$ cat src/rtl/dcl_pkg.sv
// dcl_pkg: shared types, constants and arithmetic step functions for the
// degenerate conic to lines pipeline. No dependencies.
package dcl_pkg;

   localparam int FRAC_W      = 16;
   localparam int DIV_STEPS   = 31;
   localparam int ROOT_STEPS  = 32;
   localparam int LINE_W      = 49;

   typedef logic signed [31:0] word_type;
   typedef logic signed [63:0] wide_type;
   typedef logic signed [LINE_W-1:0] line_type;

   localparam word_type ONE_Q = 32'sd65536;
   localparam logic [30:0] MAG_MAX = '1;

   typedef enum logic [2:0] {
      CASE_HV     = 3'd0,
      CASE_PAR    = 3'd1,
      CASE_INT    = 3'd2,
      CASE_PAR_NR = 3'd3,
      CASE_INT_NR = 3'd4
   } case_type;

   // data carried alongside for the horizontal/vertical case and swap back
   typedef struct {
      logic     hv;
      logic     swap;
      word_type g1;
      word_type g2;
      word_type g5;
   } side_type;

   // restoring division state, 32 bit divisor
   typedef struct {
      logic [31:0] rem;
      logic [30:0] nb;
      logic [30:0] quot;
   } div32_type;

   // restoring division state, 64 bit divisor
   typedef struct {
      logic [63:0] rem;
      logic [30:0] nb;
      logic [30:0] quot;
   } div64_type;

   // digit recurrence square root state
   typedef struct {
      logic [63:0] x;
      logic [34:0] rem;
      logic [31:0] root;
   } sqrt_type;

   // scaling divider stage contents
   typedef struct {
      side_type    side;
      logic [31:0] d;
      logic        neg [9];
      logic        ovf [9];
      div32_type   dv [9];
   } prep_type;

   // scaled matrix
   typedef struct {
      side_type side;
      logic     f;
      word_type s [9];
   } scaled_type;

   // root and ratio stage contents
   typedef struct {
      side_type    side;
      logic        f;
      case_type    code;
      word_type    s1;
      word_type    s5;
      logic [63:0] d;
      logic        neg12;
      logic        neg02;
      logic        ovf12;
      logic        ovf02;
      div64_type   dv12;
      div64_type   dv02;
      sqrt_type    sq;
   } cof_type;

   // one result item
   typedef struct {
      word_type ln [6];
      case_type code;
      logic     sat;
   } res_type;

   function automatic logic [31:0] abs32(word_type v);
      return v[31] ? 32'(-v) : 32'(v);
   endfunction

   function automatic logic [63:0] abs64(wide_type v);
      return v[63] ? 64'(-v) : 64'(v);
   endfunction

   function automatic div32_type div32_step(div32_type cur, logic [31:0] d);
      div32_type   nxt;
      logic [32:0] r2;
      r2 = {cur.rem, cur.nb[30]};
      nxt.nb = {cur.nb[29:0], 1'b0};
      if (r2 >= {1'b0, d}) begin
         nxt.rem  = 32'(r2 - {1'b0, d});
         nxt.quot = {cur.quot[29:0], 1'b1};
      end else begin
         nxt.rem  = r2[31:0];
         nxt.quot = {cur.quot[29:0], 1'b0};
      end
      return nxt;
   endfunction

   function automatic div64_type div64_step(div64_type cur, logic [63:0] d);
      div64_type   nxt;
      logic [64:0] r2;
      r2 = {cur.rem, cur.nb[30]};
      nxt.nb = {cur.nb[29:0], 1'b0};
      if (r2 >= {1'b0, d}) begin
         nxt.rem  = 64'(r2 - {1'b0, d});
         nxt.quot = {cur.quot[29:0], 1'b1};
      end else begin
         nxt.rem  = r2[63:0];
         nxt.quot = {cur.quot[29:0], 1'b0};
      end
      return nxt;
   endfunction

   function automatic sqrt_type sqrt_step(sqrt_type cur);
      sqrt_type    nxt;
      logic [34:0] r2;
      logic [34:0] trial;
      r2    = {cur.rem[32:0], cur.x[63:62]};
      trial = {1'b0, cur.root, 2'b01};
      nxt.x = {cur.x[61:0], 2'b00};
      if (r2 >= trial) begin
         nxt.rem  = r2 - trial;
         nxt.root = {cur.root[30:0], 1'b1};
      end else begin
         nxt.rem  = r2;
         nxt.root = {cur.root[30:0], 1'b0};
      end
      return nxt;
   endfunction

endpackage

$ cat src/rtl/dcl_prep.sv
// dcl_prep: entry stage, axis swap and divider operand setup.
// Depends on dcl_pkg.
module dcl_prep import dcl_pkg::*; (
   input  logic     clock,
   input  logic     reset,
   input  logic     adv,
   input  logic     in_valid,
   input  word_type a [9],
   output logic     out_valid,
   output prep_type out_data
);

   prep_type    st_ff, st_in;
   logic        vld_ff;
   word_type    q [9];
   logic [31:0] mag [9];

   // swap axes when |a00| > |a11|, set up scaling by q11
   always_comb begin
      st_in.side.hv   = (a[0] == '0) && (a[4] == '0);
      st_in.side.swap = abs32(a[0]) > abs32(a[4]);
      st_in.side.g1   = a[1];
      st_in.side.g2   = a[2];
      st_in.side.g5   = a[5];
      if (st_in.side.swap) begin
         q[0] = a[4]; q[1] = a[3]; q[2] = a[5];
         q[3] = a[1]; q[4] = a[0]; q[5] = a[2];
         q[6] = a[7]; q[7] = a[6]; q[8] = a[8];
      end else begin
         for (int k = 0; k < 9; k++) q[k] = a[k];
      end
      st_in.d = abs32(q[4]);
      for (int k = 0; k < 9; k++) begin
         mag[k]           = abs32(q[k]);
         st_in.neg[k]     = q[k][31] ^ q[4][31];
         st_in.dv[k].rem  = {15'b0, mag[k][31:15]};
         st_in.dv[k].nb   = {mag[k][14:0], 16'b0};
         st_in.dv[k].quot = '0;
         st_in.ovf[k]     = {15'b0, mag[k][31:15]} >= st_in.d;
      end
   end

   always_ff @(posedge clock) begin
      if (reset) begin
         vld_ff <= 1'b0;
      end else if (adv) begin
         vld_ff <= in_valid;
      end
   end

   always_ff @(posedge clock) begin
      if (adv) begin
         st_ff <= st_in;
      end
   end

   assign out_valid = vld_ff;
   assign out_data  = st_ff;

endmodule

$ cat config.mk
export PLATFORM = sky130hd
export DESIGN_NAME = dcl_prep
export DESIGN_NICKNAME = d
export VERILOG_FILES = /design/src/rtl/dcl_pkg.sv /design/src/rtl/dcl_prep.sv
export SDC_FILE = /design/constraint.sdc
export NUM_CORES = 1
export LEC_CHECK = 0
export BUFFER_PORTS_ARGS = -buffer_cell sky130_fd_sc_hd__buf_2
export CAP_MARGIN = 5
export CORE_AREA = 5 5 494 496
export DETAILED_ROUTE_END_ITERATION = 8
export DIE_AREA = 0 0 499 501
export PLACE_DENSITY = 0.4
export SLEW_MARGIN = 20
export SYNTH_ARGS = -nofsm -noshare
export SYNTH_HDL_FRONTEND = slang
export SYNTH_SLANG_ARGS = --single-unit
$ cat constraint.sdc
create_clock -name clock -period 13.8 [get_ports clock]
set_input_delay 0.69 -clock clock [delete_from_list [all_inputs] [get_ports clock]]
set_output_delay 0.69 -clock clock [all_outputs]
set_load 0.01 [all_outputs]
Word-level counts from Yosys, hierarchy flattened
Index checks and enable logic that the tools add are counted.
{"block": "classes", "div_mod_pow": 0, "order_cmp": 10, "eq_ne": 0, "muxes": 12, "n_addsub": 11, "n_reduce_logical": 3, "mul": 0, "bitwise": 9, "n_shift": 0}
{"cell": "2-to-1 mux 32 bit", "count": 11}
{"cell": "negator 32 bit", "count": 11}
{"cell": ">= comparator 17 x 32 -> 1 bit", "count": 9}
{"cell": "2-to-1 mux 288 bit", "count": 1}
{"cell": "logical NOT 32 bit", "count": 2}
{"cell": "greater-than comparator 32 bit", "count": 1}
{"cell": "XOR 1 bit", "count": 9}
{"cell": "logical AND 1 bit", "count": 1}
{"block": "word_totals", "reg_bits": 437, "ram_bits": 0, "output_inout_bits": 995, "latchBits": 0, "romBits": 0, "memories": 0, "word_cells": 88}

Depth between registers and ports, before layout
{"block": "depth", "word_depth": 7, "ltp_mapped": 41}

Least setup slack after synthesis
Ideal clock, no wire load.
{"block": "synth_path", "path_kind": "input -> register", "startpoint": "in a[141] (netlist bit)", "endpoint": "reg st_ff (netlist bit out_data[850]) (data pin)", "required_time_ps": 13526, "path_slack_ps": 4964, "stages": 40, "arrival_time_ps": 8562, "setup_time_ps": 274, "cell_sequence": "clkbuf_1 -> or4_1 -> nor3_1 -> nand2_1 -> or3_1 -> o21ai_0 -> xor2_1 -> ha_1 -> nand4_1 -> nor4_1 -> nor2b_1 -> o31a_1 -> nor2_1 -> inv_2 -> buf_2 -> buf_2 -> buf_2 -> buf_2 -> [... 4 more ...] -> nor4b_1 -> nand4_1 -> nor2_1 -> nand3_1 -> o31ai_1 -> xnor2_1 -> nand2_1 -> o21ai_0 -> ha_1 -> a21o_1 -> a21oi_1 -> nor2b_1 -> o211ai_1 -> a31oi_1 -> nor3_1 -> a21oi_1 -> o311ai_0 -> a221oi_1"}
{"element": "from (decl)", "line_no": "dcl_prep.sv:8", "text": "input word_type a [9],"}
{"element": "to (signal assigned)", "line_no": "dcl_prep.sv:53", "text": "st_ff <= st_in;"}
{"element": "to (decl)", "line_no": "dcl_prep.sv:13", "text": "prep_type st_ff, st_in;"}

==> results.sh <==
export IMPL_setup_violations=0
export IMPL_drc_errors=0
export IMPL_period_minus_slack_ps=10200
export IMPL_synth_flop_cell="edfxtp_1"
export IMPL_firstDrtPassIters=5
export IMPL_fillers=26969
export IMPL_wire_per_inst_um=23.90
export IMPL_ant_nets=0
export IMPL_regToRegSetupSlack_ps=13220
export IMPL_clock_path_buffers=3
export IMPL_instances_no_fill=7261
export IMPL_async_flop_share_pct=0
export IMPL_endpoint="out_data[850]$_DFFE_PP_"
export IMPL_crit_path_max_fanout=62
export IMPL_cts_tree="built"
export IMPL_max_freq_mhz=98.01
export IMPL_drv_slew=0
export IMPL_postCtsSetupBuffers=0
export IMPL_setup_worst_path_start="a[271]"
export IMPL_synth_edf_count=403
export IMPL_max_stage_delay_ps=740
export IMPL_ys_ff_latch=404
export IMPL_multi_input_area_um2=17840
export IMPL_rsz0062_at_grt="false"
export IMPL_nNetsFinal=4485
export IMPL_cap_violations=0
export IMPL_drive_gt1_share_pct=22.78
export IMPL_wl_um=173600
export IMPL_root_buffer="clkbuf_16"
export IMPL_tightest_slew_ps=1093
export IMPL_worstSetupPathDepth=32
export IMPL_crit_family="simple AND/OR/NAND/NOR gates"
export IMPL_crit_arrival_ps=10570
export IMPL_vias=27027
export IMPL_reg2reg_depth=2
export IMPL_hold_buffers=0
export IMPL_seq_area_um2=12120
export IMPL_place_inst=7137
export IMPL_period_share_pct=73.94
export IMPL_io_pins=1287
export IMPL_final_hold_violation_count=0
export IMPL_outcome="completed"
export IMPL_cts_sinks=404
export IMPL_clk_pin_slew_ps=60
export IMPL_synth_cell_type_count=89
export IMPL_antenna_found_initial=87
export IMPL_synth_top_cells_by_area="edfxtp_1 37%, buf_4 13%, mux2i_1 7.6%"
export IMPL_yosysTopAreaCell="edfxtp_1"
export IMPL_power_density_nw_per_um2=141.5
export IMPL_reg2reg_to="out_valid$_SDFFE_PP0P_"
export IMPL_portBuffers=727
export IMPL_rows=180
export IMPL_die_height_um=501
export IMPL_die_area_um2=250000
export IMPL_required_ps=14160
export IMPL_cp_num_buf_inv=2
export IMPL_startpoint_type="primary input"
export IMPL_viasPerCell=3.722
export IMPL_ir_drop_uv=101.0
export IMPL_synth_cell_area_um2=32990
export IMPL_syn2layout_area_growth_pct=21.60
export IMPL_coreArea_um2=239200
export IMPL_netlist_area_leader_share_pct=36.68
export IMPL_insertion_delay_ps=630
export IMPL_crit_path_top_delay_cell="or3_1"
export IMPL_grt_max_degree=146
export IMPL_hpwlAfterDp_um=141900
export IMPL_grt_pass1_wl_um=227700
export IMPL_die_x_um=499
export IMPL_slew_headroom_pct=26.34
export IMPL_skew_ps=0
export IMPL_cts_inserted_buffers=53
export IMPL_tns_ps=0
export IMPL_grt_pass1_vias=26369
export IMPL_syn_avg_cell_area_um2=9.843
export IMPL_endpoint_kind="flop"
export IMPL_syn_inst=3352
export IMPL_p_leak_nw=16.52
export IMPL_grtUsageTotal_pct=13.02
export IMPL_yosysSeqAreaShare_pct=36.74
export IMPL_r2r_start="out_valid$_SDFFE_PP0P_"
export IMPL_initial_core_util_pct=13.79
export IMPL_grt_overflow_total=0
export IMPL_cts_resized=0
export IMPL_worstSetupPathType="in -> reg"
export IMPL_gp_congestion=0.8431
export IMPL_yosys_warnings=0
export IMPL_drt_iter0_markers=1430
export IMPL_htreeDepth=2
export IMPL_hold_class="in -> reg"
==> registers in the layout (all words and copies together), names as in the netlist <==
name       flops
out_data     403
out_valid      1
==> how the worst min path moves through the flow <==
stage / from / end / cells after the start
6_report: reset / out_valid$_SDFFE_PP0P_ / 2
2_1_floorplan: out_valid$_SDFFE_PP0P_ / out_valid$_SDFFE_PP0P_ / 2
3_3_place_gp: out_valid$_SDFFE_PP0P_ / out_valid$_SDFFE_PP0P_ / 2
5_1_grt: reset / out_valid$_SDFFE_PP0P_ / 2
3_5_place_dp: out_valid$_SDFFE_PP0P_ / out_valid$_SDFFE_PP0P_ / 2
4_1_cts: reset / out_valid$_SDFFE_PP0P_ / 2
==> stage by stage <==
step	worst slack [ps]	total power, mW	util, %	hold WS (ps)	area (um2)
2_1_floorplan	4964	3.236	-	527.9	35090
3_3_place_gp	2877	4.241	15.97	477.9	38190
3_5_place_dp	3090	4.252	15.97	483.6	38200
4_1_cts	3760	5.826	16.75	123.5	40060
5_1_grt	3250	6.039	16.75	143.8	40070
6_report	3597	5.678	16.77	208.9	40120
==> layout make-up <==
type                       count  area share (%)
sequential                   404           30.21
tap                         3185           9.933
clock buffer                  65           3.524
clock inverter                34           1.107
antenna                       25          0.1559
inverter                      49          0.4772
multi-input combinational   2721           44.48
timing repair buffer         778           10.11
==> cells in the mapped netlist (all sizes together), types with 5 or more instances <==
| cell type | count |
|---|---|
| nor4 | 43 |
| buf | 653 |
| o21a | 13 |
| nand2b | 21 |
| ha | 186 |
| a21o | 56 |
| mux2i | 252 |
| a211oi | 16 |
| and2 | 5 |
| a41oi | 5 |
| xnor2 | 194 |
| a21oi | 142 |
| nand2 | 211 |
| mux2 | 16 |
| and3 | 9 |
| or4 | 31 |
| o21ai | 141 |
| xor2 | 148 |
| o211ai | 7 |
| nand3 | 42 |
| a21boi | 6 |
| nor2b | 15 |
| nand4 | 46 |
| edfxtp | 403 |
| or3 | 55 |
| or4b | 5 |
| or2 | 16 |
| inv | 48 |
| o31a | 12 |
| clkbuf | 83 |
| nor2 | 204 |
| o41ai | 29 |
| nor3 | 82 |
| a31oi | 28 |
| o31ai | 66 |
==> logic make-up after synthesis <==
family,share of synthesized area [%]
AO/OA/AOI/OAI,10.77
AND/OR/NAND/NOR,12.21
other,0.01137
adder cells (fa/ha/maj),7.144
multiplexers,8.202
buffers and inverters,15.84
flip-flops,36.74
XOR/XNOR,9.078
==> cells in the final DEF (no fill, tap or decap), drive strengths merged, types with 21 or more instances in the layout <==
master  instances
o41ai          29
diode          25
buf           778
xnor2         194
nand3          42
mux2i         252
nand4          46
or3            55
or4            31
edfxtp        403
conb          559
nand2         211
a21oi         142
o31ai          66
clkbuf         65
a31oi          28
nand2b         21
ha            186
a21o           56
nor4           43
o21ai         141
nor2          204
nor3           82
xor2          148
inv            52
==> per-layer routing <==
layer,global-route usage [%],routed length [um],vias up
met5,0,213,-
met4,5.194,7570,34
met3,3.289,12370,288
met2,24.61,90690,1288
met1,13.72,62720,13050
li1,-,-,12367
==> power by group <==
| part | internal (mW) | total (mW) | switching (mW) |
|---|---|---|---|
| Sequential | 1.64 | 1.72 | 0.0815 |
| Clock | 0.901 | 1.52 | 0.619 |
| Combinational | 0.822 | 2.43 | 1.61 |
| Total | 3.37 | 5.68 | 2.31 |
(Power assumes the default switching activity.)
